**src/hdl/first_fit_heap_allocator_assert.svh**
```systemverilog
// ----------------------------------------------------------------------------
// first_fit_heap_allocator_assert.svh
// Assertion macros shared by the allocator RTL.
// ----------------------------------------------------------------------------
`ifndef FIRST_FIT_HEAP_ALLOCATOR_ASSERT_SVH
`define FIRST_FIT_HEAP_ALLOCATOR_ASSERT_SVH

// same-cycle implication, sampled on clk, off during reset
`define FFHA_ASSERT_NOW(lbl, ante, cons, msg) \
	lbl: assert property (@(posedge clk) disable iff (!arst_n) (ante) |-> (cons)) \
		else $error(msg);

// next-cycle implication
`define FFHA_ASSERT_NEXT(lbl, ante, cons, msg) \
	lbl: assert property (@(posedge clk) disable iff (!arst_n) (ante) |=> (cons)) \
		else $error(msg);

`endif

```
**src/hdl/ffha_pkg.sv**
```systemverilog
// ----------------------------------------------------------------------------
// ffha_pkg
// Types and constants of the first-fit heap allocator.
// ----------------------------------------------------------------------------
package ffha_pkg;

	localparam int ADDR_W            = 13;
	localparam int REQ_W             = 12;
	localparam int HEAP_BYTES_DEF    = 4096;
	localparam int HEADER_BYTES_DEF  = 1;
	localparam int MAX_EXTENTS_DEF   = 16;
	localparam int MAX_BLOCKS_DEF    = 16;

	typedef enum logic {
		OP_ALLOC   = 1'b0,
		OP_RELEASE = 1'b1
	} op_t;

	typedef enum logic [1:0] {
		STAT_OK      = 2'd0,
		STAT_NO_FIT  = 2'd1,
		STAT_UNKNOWN = 2'd2,
		STAT_FULL    = 2'd3
	} status_t;

	typedef enum logic [2:0] {
		S_IDLE,
		S_INIT,
		S_BSCAN,
		S_XSCAN,
		S_MERGE,
		S_SHDN,
		S_SHUP,
		S_RESP
	} state_t;

	typedef struct packed {
		op_t                opcode;
		logic [REQ_W-1:0]   request_size;
		logic [ADDR_W-1:0]  release_address;
	} cmd_t;

	typedef struct packed {
		logic [ADDR_W-1:0]  address;
		status_t            status;
	} rsp_t;

	typedef struct packed {
		logic [ADDR_W-1:0]  start;
		logic [ADDR_W-1:0]  len;
	} ext_t;

endpackage

```
**src/hdl/first_fit_heap_allocator.sv**
```systemverilog
// ----------------------------------------------------------------------------
// first_fit_heap_allocator
// First-fit heap allocator with a free-extent table and a live-block table.
// ----------------------------------------------------------------------------
// Usage:
//   cmd channel (cmd_valid/cmd_stall/cmd) takes one request item: allocate
//   request_size bytes, or release a user address. rsp channel
//   (rsp_valid/rsp_stall/rsp) returns one item per request: address, status.
//   cfg_we/cfg_wdata writes the heap limit (clamped) and reinitializes the heap.
//   One request is worked at a time. Both tables live in RAMs with registered
//   reads and are walked one entry per cycle:
//     allocate: scan the extents up to the first that fits, then shift the
//       extents above it down when it empties; a full block table answers
//       without a walk.
//     release: look up the block table, then search the extents, then merge
//       and shift extents on merge-both or insert.
//   After reset or a config write the S_INIT state rewrites extent 0 before the
//   next item is taken. A finished item waits in the rsp register; while
//   rsp_stall holds it, the next command may be taken and worked, and its
//   result waits internally until the register frees.
// ----------------------------------------------------------------------------
module first_fit_heap_allocator #(
	parameter int HEAP_BYTES   = ffha_pkg::HEAP_BYTES_DEF,
	parameter int HEADER_BYTES = ffha_pkg::HEADER_BYTES_DEF,
	parameter int MAX_EXTENTS  = ffha_pkg::MAX_EXTENTS_DEF,
	parameter int MAX_BLOCKS   = ffha_pkg::MAX_BLOCKS_DEF
) (
	input  logic                        clk,
	input  logic                        arst_n,
	input  logic                        cmd_valid,
	output logic                        cmd_stall,
	input  ffha_pkg::cmd_t              cmd,
	output logic                        rsp_valid,
	input  logic                        rsp_stall,
	output ffha_pkg::rsp_t              rsp,
	input  logic                        cfg_we,
	input  logic [ffha_pkg::ADDR_W-1:0] cfg_wdata
);

	localparam int AW  = ffha_pkg::ADDR_W;
	localparam int XW  = $clog2(MAX_EXTENTS);
	localparam int BW  = $clog2(MAX_BLOCKS);
	localparam int CW  = $clog2(MAX_EXTENTS + 1);
	localparam int BCW = $clog2(MAX_BLOCKS + 1);
	localparam int SW  = (CW > BCW) ? CW : BCW;
	localparam logic [16:0]   HEAP_MAX = 17'(HEAP_BYTES);
	localparam logic [AW-1:0] HEAP_RST = (HEAP_BYTES < 4096) ? AW'(HEAP_BYTES) : AW'(4096);
	localparam logic [AW:0]   HDR      = (AW+1)'(HEADER_BYTES);

	ffha_pkg::ext_t x_mem [MAX_EXTENTS];
	ffha_pkg::ext_t b_mem [MAX_BLOCKS];

	ffha_pkg::state_t state_q, state_d;
	logic [SW-1:0]    cnt_q, idx_s1, p_q;
	logic             rd_s1, rd_go;
	ffha_pkg::op_t    op_q;
	logic [AW-1:0]    total_q, uaddr_q, s_q, len_q, heap_limit_q;
	logic [BW-1:0]    slot_q;
	ffha_pkg::ext_t   cur_q, prev_q, x_rd, b_rd;
	logic             have_cur_q, init_pend_q;
	logic [CW-1:0]    x_count_q;
	logic [MAX_BLOCKS-1:0] bvalid_q;
	ffha_pkg::rsp_t   res_q, rsp_q;
	logic             rsp_valid_q;

	logic             x_we, b_we;
	logic [XW-1:0]    x_waddr, x_raddr;
	logic [BW-1:0]    b_waddr, b_raddr;
	ffha_pkg::ext_t   x_wdata, b_wdata;

	logic             accept, free_any, b_match, x_fit, x_empty, x_above;
	logic             top, bot, scan_end;
	logic [BW-1:0]    free_idx;
	logic [SW-1:0]    count_w;
	logic [AW-1:0]    total_in, clamp;

	assign count_w  = SW'(x_count_q);
	assign accept   = cmd_valid && !cmd_stall;
	assign cmd_stall = (state_q != ffha_pkg::S_IDLE) || init_pend_q || cfg_we;
	assign total_in = AW'({1'b0, cmd.request_size} + HDR[AW-1:0]);

	always_comb begin
		free_any = 1'b0;
		free_idx = '0;
		for (int i = MAX_BLOCKS - 1; i >= 0; i--) begin
			if (!bvalid_q[i]) begin
				free_any = 1'b1;
				free_idx = BW'(i);
			end
		end
	end

	always_comb begin
		if (cfg_wdata == '0)
			clamp = AW'(1);
		else if ({4'b0, cfg_wdata} > HEAP_MAX)
			clamp = AW'(HEAP_BYTES);
		else
			clamp = cfg_wdata;
	end

	assign b_match = rd_s1 && bvalid_q[idx_s1[BW-1:0]]
		&& (({1'b0, b_rd.start} + HDR) == {1'b0, uaddr_q});
	assign x_fit   = rd_s1 && (x_rd.len >= total_q);
	assign x_empty = (x_rd.len == total_q) && (total_q != '0);
	assign x_above = rd_s1 && (x_rd.start > s_q);
	assign top = have_cur_q && (({1'b0, s_q} + {1'b0, len_q}) == {1'b0, cur_q.start});
	assign bot = (p_q != '0) && (({1'b0, prev_q.start} + {1'b0, prev_q.len}) == {1'b0, s_q});

	always_comb begin
		unique case (state_q)
			ffha_pkg::S_BSCAN: scan_end = !rd_s1 && (cnt_q == SW'(MAX_BLOCKS));
			ffha_pkg::S_XSCAN: scan_end = !rd_s1 && (cnt_q == count_w);
			ffha_pkg::S_SHDN:  scan_end = !rd_s1 && !(cnt_q < count_w);
			ffha_pkg::S_SHUP:  scan_end = !rd_s1 && (cnt_q == p_q);
			default:           scan_end = 1'b0;
		endcase
	end

	// next state
	always_comb begin
		state_d = state_q;
		unique case (state_q)
			ffha_pkg::S_IDLE: begin
				if (init_pend_q)
					state_d = ffha_pkg::S_INIT;
				else if (accept) begin
					if (cmd.opcode == ffha_pkg::OP_RELEASE)
						state_d = ffha_pkg::S_BSCAN;
					else if (free_any)
						state_d = ffha_pkg::S_XSCAN;
					else
						state_d = ffha_pkg::S_RESP;
				end
			end
			ffha_pkg::S_INIT: state_d = ffha_pkg::S_IDLE;
			ffha_pkg::S_BSCAN: begin
				if (b_match)
					state_d = (b_rd.len == '0) ? ffha_pkg::S_RESP : ffha_pkg::S_XSCAN;
				else if (scan_end)
					state_d = ffha_pkg::S_RESP;
			end
			ffha_pkg::S_XSCAN: begin
				if (op_q == ffha_pkg::OP_ALLOC) begin
					if (x_fit)
						state_d = x_empty ? ffha_pkg::S_SHDN : ffha_pkg::S_RESP;
					else if (scan_end)
						state_d = ffha_pkg::S_RESP;
				end else if (x_above || scan_end)
					state_d = ffha_pkg::S_MERGE;
			end
			ffha_pkg::S_MERGE: begin
				if (top && bot)
					state_d = ffha_pkg::S_SHDN;
				else if (top || bot || (count_w >= SW'(MAX_EXTENTS)))
					state_d = ffha_pkg::S_RESP;
				else
					state_d = ffha_pkg::S_SHUP;
			end
			ffha_pkg::S_SHDN: if (scan_end) state_d = ffha_pkg::S_RESP;
			ffha_pkg::S_SHUP: if (scan_end) state_d = ffha_pkg::S_RESP;
			ffha_pkg::S_RESP: if (!rsp_valid_q || !rsp_stall) state_d = ffha_pkg::S_IDLE;
			default: state_d = ffha_pkg::S_IDLE;
		endcase
	end

	// memory port control
	always_comb begin
		rd_go   = 1'b0;
		x_raddr = cnt_q[XW-1:0];
		b_raddr = cnt_q[BW-1:0];
		x_we    = 1'b0;
		x_waddr = '0;
		x_wdata = '0;
		b_we    = 1'b0;
		b_waddr = slot_q;
		b_wdata = '{start: x_rd.start, len: total_q};
		unique case (state_q)
			ffha_pkg::S_INIT: begin
				x_we    = 1'b1;
				x_wdata = '{start: '0, len: heap_limit_q};
			end
			ffha_pkg::S_BSCAN: rd_go = (cnt_q < SW'(MAX_BLOCKS)) && !b_match;
			ffha_pkg::S_XSCAN: begin
				if (op_q == ffha_pkg::OP_ALLOC) begin
					rd_go = (cnt_q < count_w) && !x_fit;
					if (x_fit) begin
						b_we = 1'b1;
						if (!x_empty) begin
							x_we    = 1'b1;
							x_waddr = idx_s1[XW-1:0];
							x_wdata = '{start: x_rd.start + total_q, len: x_rd.len - total_q};
						end
					end
				end else
					rd_go = (cnt_q < count_w) && !x_above;
			end
			ffha_pkg::S_MERGE: begin
				if (top && bot) begin
					x_we    = 1'b1;
					x_waddr = XW'(p_q - SW'(1));
					x_wdata = '{start: prev_q.start, len: prev_q.len + len_q + cur_q.len};
				end else if (top) begin
					x_we    = 1'b1;
					x_waddr = p_q[XW-1:0];
					x_wdata = '{start: s_q, len: cur_q.len + len_q};
				end else if (bot) begin
					x_we    = 1'b1;
					x_waddr = XW'(p_q - SW'(1));
					x_wdata = '{start: prev_q.start, len: prev_q.len + len_q};
				end
			end
			ffha_pkg::S_SHDN: begin
				rd_go = cnt_q < count_w;
				if (rd_s1) begin
					x_we    = 1'b1;
					x_waddr = XW'(idx_s1 - SW'(1));
					x_wdata = x_rd;
				end
			end
			ffha_pkg::S_SHUP: begin
				rd_go   = cnt_q > p_q;
				x_raddr = XW'(cnt_q - SW'(1));
				if (rd_s1) begin
					x_we    = 1'b1;
					x_waddr = idx_s1[XW-1:0];
					x_wdata = x_rd;
				end else if (scan_end) begin
					x_we    = 1'b1;
					x_waddr = p_q[XW-1:0];
					x_wdata = '{start: s_q, len: len_q};
				end
			end
			default: ;
		endcase
	end

	always_ff @(posedge clk) begin
		if (x_we)
			x_mem[x_waddr] <= x_wdata;
		x_rd <= x_mem[x_raddr];
		if (b_we)
			b_mem[b_waddr] <= b_wdata;
		b_rd <= b_mem[b_raddr];
	end

	always_ff @(posedge clk or negedge arst_n) begin
		if (!arst_n) begin
			state_q      <= ffha_pkg::S_IDLE;
			rd_s1        <= 1'b0;
			x_count_q    <= CW'(1);
			bvalid_q     <= '0;
			heap_limit_q <= HEAP_RST;
			init_pend_q  <= 1'b1;
			rsp_valid_q  <= 1'b0;
		end else begin
			state_q <= state_d;
			rd_s1   <= rd_go;
			if (cfg_we) begin
				heap_limit_q <= clamp;
				init_pend_q  <= 1'b1;
			end else if (state_q == ffha_pkg::S_INIT)
				init_pend_q <= 1'b0;
			if (state_q == ffha_pkg::S_RESP && (!rsp_valid_q || !rsp_stall))
				rsp_valid_q <= 1'b1;
			else if (rsp_valid_q && !rsp_stall)
				rsp_valid_q <= 1'b0;
			unique case (state_q)
				ffha_pkg::S_INIT: begin
					x_count_q <= CW'(1);
					bvalid_q  <= '0;
				end
				ffha_pkg::S_BSCAN:
					if (b_match && b_rd.len == '0)
						bvalid_q[idx_s1[BW-1:0]] <= 1'b0;
				ffha_pkg::S_XSCAN:
					if (op_q == ffha_pkg::OP_ALLOC && x_fit)
						bvalid_q[slot_q] <= 1'b1;
				ffha_pkg::S_MERGE:
					if (top || bot)
						bvalid_q[slot_q] <= 1'b0;
				ffha_pkg::S_SHDN:
					if (scan_end)
						x_count_q <= x_count_q - CW'(1);
				ffha_pkg::S_SHUP:
					if (scan_end) begin
						x_count_q        <= x_count_q + CW'(1);
						bvalid_q[slot_q] <= 1'b0;
					end
				default: ;
			endcase
		end
	end

	// working registers
	always_ff @(posedge clk) begin
		if (rd_go)
			cnt_q <= (state_q == ffha_pkg::S_SHUP) ? cnt_q - SW'(1) : cnt_q + SW'(1);
		idx_s1 <= cnt_q;
		if (state_q == ffha_pkg::S_RESP && (!rsp_valid_q || !rsp_stall))
			rsp_q <= res_q;
		unique case (state_q)
			ffha_pkg::S_IDLE: begin
				op_q    <= cmd.opcode;
				total_q <= total_in;
				uaddr_q <= cmd.release_address;
				slot_q  <= free_idx;
				cnt_q   <= '0;
				res_q   <= '{address: '0, status: ffha_pkg::STAT_FULL};
			end
			ffha_pkg::S_BSCAN: begin
				if (b_match) begin
					s_q    <= b_rd.start;
					len_q  <= b_rd.len;
					slot_q <= idx_s1[BW-1:0];
					cnt_q  <= '0;
					res_q  <= '{address: '0, status: ffha_pkg::STAT_OK};
				end else if (scan_end)
					res_q <= '{address: '0, status: ffha_pkg::STAT_UNKNOWN};
			end
			ffha_pkg::S_XSCAN: begin
				if (op_q == ffha_pkg::OP_ALLOC) begin
					if (x_fit) begin
						res_q <= '{address: x_rd.start + HDR[AW-1:0],
							status: ffha_pkg::STAT_OK};
						cnt_q <= idx_s1 + SW'(1);
					end else if (scan_end)
						res_q <= '{address: '0, status: ffha_pkg::STAT_NO_FIT};
				end else begin
					if (x_above) begin
						p_q        <= idx_s1;
						cur_q      <= x_rd;
						have_cur_q <= 1'b1;
					end else if (scan_end) begin
						p_q        <= count_w;
						have_cur_q <= 1'b0;
					end else if (rd_s1)
						prev_q <= x_rd;
				end
			end
			ffha_pkg::S_MERGE: begin
				if (top && bot)
					cnt_q <= p_q + SW'(1);
				else if (!top && !bot) begin
					cnt_q <= count_w;
					if (count_w >= SW'(MAX_EXTENTS))
						res_q <= '{address: '0, status: ffha_pkg::STAT_FULL};
				end
			end
			default: ;
		endcase
	end

	assign rsp_valid = rsp_valid_q;
	assign rsp       = rsp_q;

	`include "first_fit_heap_allocator_assert.svh"

	`FFHA_ASSERT_NOW(a_count_bound, 1'b1, x_count_q <= CW'(MAX_EXTENTS), "extent count overflow")
	`FFHA_ASSERT_NEXT(a_busy_after_accept, accept, state_q != ffha_pkg::S_IDLE, "accept left idle")
	`FFHA_ASSERT_NOW(a_fail_zero_addr, rsp_valid && rsp.status != ffha_pkg::STAT_OK, rsp.address == '0, "failed item with address")
	`FFHA_ASSERT_NEXT(a_init_count, state_q == ffha_pkg::S_INIT, x_count_q == CW'(1), "init did not set one extent")

endmodule

```
**config.mk**
```make
export PLATFORM = sky130hd
export DESIGN_NAME = first_fit_heap_allocator
export DESIGN_NICKNAME = d
export VERILOG_FILES = /design/src/hdl/ffha_pkg.sv /design/src/hdl/first_fit_heap_allocator.sv
export VERILOG_INCLUDE_DIRS = /design/src /design/src/hdl
export SDC_FILE = /design/constraint.sdc
export NUM_CORES = 2
export LEC_CHECK = 0
export BUFFER_PORTS_ARGS = -buffer_cell sky130_fd_sc_hd__buf_2
export CORE_MARGIN = 2
export CORE_UTILIZATION = 45
export CTS_CLUSTER_SIZE = 10
export DETAILED_ROUTE_END_ITERATION = 12
export SETUP_SLACK_MARGIN = 0.3
export SLEW_MARGIN = 20
export SYNTH_ARGS = -nofsm -noshare
export SYNTH_HDL_FRONTEND = slang
export SYNTH_SLANG_ARGS = --single-unit
```
**constraint.sdc**
```tcl
create_clock -name clk -period 8.4 [get_ports clk]
set_input_delay 2.52 -clock clk [delete_from_list [all_inputs] [get_ports clk]]
set_output_delay 2.52 -clock clk [all_outputs]
set_load 0.005 [all_outputs]
```
==> results_dict.tcl <==
set metrics [dict create \
    tns_ps 0 \
    power_density_nw_per_um2 326 \
    die_w_um 328 \
    synth_seq_cells 1079 \
    synthArstFlopShare_pct 3.71 \
    synth_edf_count 977 \
    slowest_stage "or4_1" \
    syn2layout_area_growth_pct 13.6 \
    first_pass_iters 6 \
    fin_crit_sh_pct 70.0 \
    routed_wl_um 134000 \
    r2r-start "prev_q[0]" \
    r2r_slack_ps 2520 \
    syn_area_um2 47300 \
    clk_latency_ps 750 \
    final_max_slew_viol_count 0 \
    grt_setup_unrepaired "no" \
    clk_pin_slew_ps 60 \
    die-area_um2 108000 \
    syn_inst 2815 \
    io_buffers 60 \
    synth_seq_area_share_pct 66.8 \
    drtIter0Drc 3564 \
    ctsHoldBuffers 0 \
    grt_max_degree 105 \
    min_to "rsp[3]" \
    viasPerCell 6.24 \
    max_freq_mhz 170 \
    place_congestion 0.943 \
    cts_resized 0 \
    cts_buffers 121 \
    rows 118 \
    maxCapViolations 0 \
    slowest_delay_ps 840 \
    drive_gt1_share_pct 20.9 \
    crit_type "reg -> reg" \
    cp_max_fo 26 \
    status "finished, final reports clean" \
    skew_ps 50.5 \
    syn-num-nets 2995 \
    dpl.hpwl_um 86300 \
    nNetsFinal 3170 \
    grt_pass1_wl_um 195000 \
    drt.antenna.violating_nets 0 \
    clk_path_buf_depth 3 \
    p_leak_uw 0.0177 \
    worst-slew-pin-transition_ps 1220 \
    remaining_drc_errors 0 \
    hp-start "res_q[3]" \
    r2r-end "x_mem[15][8]" \
    hold_depth 0 \
    wl_per_cell_um 29.9 \
    required_ps 8750 \
    grt_pass1_vias 28000 \
    crit_path_start_kind "flip-flop" \
    placedCellCount 4244 \
    worstPathArrival_ps 6230 \
    pre_cts_ws_ps 2550 \
    worst_r2r_path_depth 12 \
    path_cells "ha_1 > fa_1 > xor2_1 > or4_4 > nor4b_4 > nand4_1 > or4_1 > or4_1 > o311a_1 > or3_1 > nor4_2 > buf_4" \
    cts_setup_buffers 0 \
    grt_overflow 0 \
    peakVddDrop_uv 291 \
    yosysWarningCount 0 \
    start_util_pct 45.5 \
    fin_cells 4477 \
    io_pins 61 \
    synth.distinct_cells 83 \
    hold_slack_ps 415 \
    gr-usage-all-layers_pct 25.0 \
    clock_sinks 1079 \
    synth_ff_type "edfxtp_1" \
    end_kind "flip-flop" \
    cts_tree "built" \
    cts_htree_levels 3 \
    hold_path_class "reg -> reg" \
    die_height_um 328 \
    cts_root_buffer "clkbuf_16" \
    finalHoldViolCount 0 \
    utilization_pct 51.7 \
    antenna_found_initial 4 \
    routed-via-count 27900 \
    core_area_um2 104000 \
    setup_violations 0 \
    cp_common_cell "or4_1" \
    layout_setup_ws_ps 2520 \
    period_minus_slack_ps 5880 \
    synth.avg_cell_area_um2 16.8 \
    relSlewSlack_pct 18.9 \
]
==> worst max path at each step <==
stage / to / start / slack [ps] / depth (start not counted)
after global routing: x_mem[15][5] / prev_q[0] / 2100 / 12
final: x_mem[15][8] / prev_q[0] / 2520 / 12
after floorplan: x_mem[9][0] / prev_q[0] / 1500 / 13
after global placement: cmd_stall / cfg_we / 2550 / 5
after CTS: x_mem[15][5] / prev_q[0] / 2530 / 12
after detailed placement: cmd_stall / cfg_we / 2550 / 5
==> cell families after synthesis <==
kind of cell / count (synthesis) / share of synthesized area [%]
flops: 1079 / 66.8
buf+inv: 184 / 1.48
fa+ha+maj: 136 / 3.73
compound gates: 444 / 6.59
mux: 280 / 13.0
simple gates: 562 / 5.98
xor+xnor: 130 / 2.44
==> final cells by class <==
class                           instances  area (um2)
Antenna cell                            4        10.0
Clock inverter                         11         231
Tap cell                             1380        1730
Sequential cell                      1079       31600
Inverter                               77         289
Fill cell                            8353       50100
Multi-Input combinational cell       1552       15300
Clock buffer                          215        3430
Timing Repair Buffer                  159        1070
==> cells in the final DEF, fill, tap and decap left out, types with 60 or more instances in the layout <==
cell,instances
clkbuf_1,89
a21oi_1,89
o21ai_0,65
xnor2_1,81
mux4_2,265
nand2_1,136
buf_4,94
inv_1,75
clkbuf_16,121
edfxtp_1,977
buf_2,60
nor2_1,109
ha_1,127
==> registers in the layout, indices dropped and copies added, names as in the netlist, 15 cells and up <==
name,flops
res_q,15
prev_q,26
x_mem,416
bvalid_q,16
b_mem,416
rsp,15
b_rd,26
cur_q,26
==> cell usage after synthesis (53+ instances only) <==
cell type / count / area share, %
edfxtp_1: 977 / 62
mux4_2: 265 / 13
nand2_1: 136 / 1.1
ha_1: 128 / 3.4
nor2_1: 128 / 1.0
a21oi_1: 91 / 0.96
clkbuf_1: 90 / 0.71
xnor2_1: 82 / 1.5
inv_1: 75 / 0.60
o21ai_0: 74 / 0.78
dfxtp_1: 62 / 2.6
nand3_1: 53 / 0.56
nor3_1: 53 / 0.56
==> critical path, delay by kind of cell, from the launching register on <==
kind,cells,cell delay (ps)
adders and majority gates,2,700
and+or+nand+nor,7,3170
xor gates and xnor gates,1,180
AOI/OAI and AO/OA,1,500
DFF,1,420
buffers and inverters,1,520
==> power by group <==
group / leakage, uW / total (uW) / internal, uW / switching [uW]
Sequential: 0.00993 / 7480 / 6780 / 702
Clock: 0.00173 / 4900 / 2810 / 2090
Combinational: 0.00600 / 5090 / 2200 / 2900
==> routing by layer <==
layer	wire length (um)	vias to the layer above	global-route usage, %	share of wire, %
li1	-	11800	-	-
met1	57300	14700	35.9	43
met3	10200	237	4.23	7.6
met5	0	-	0	0
met2	62400	1212	39.1	47
met4	4230	0	8.41	3.2
==> through the flow <==
step	area (um2)	power, uW
floorplan	47300	10800
CTS	53600	17600
global placement	50000	12500
detailed placement	50000	12700
global route	53700	18200
finish	53700	17500
Power figures use the tool's default switching activity.
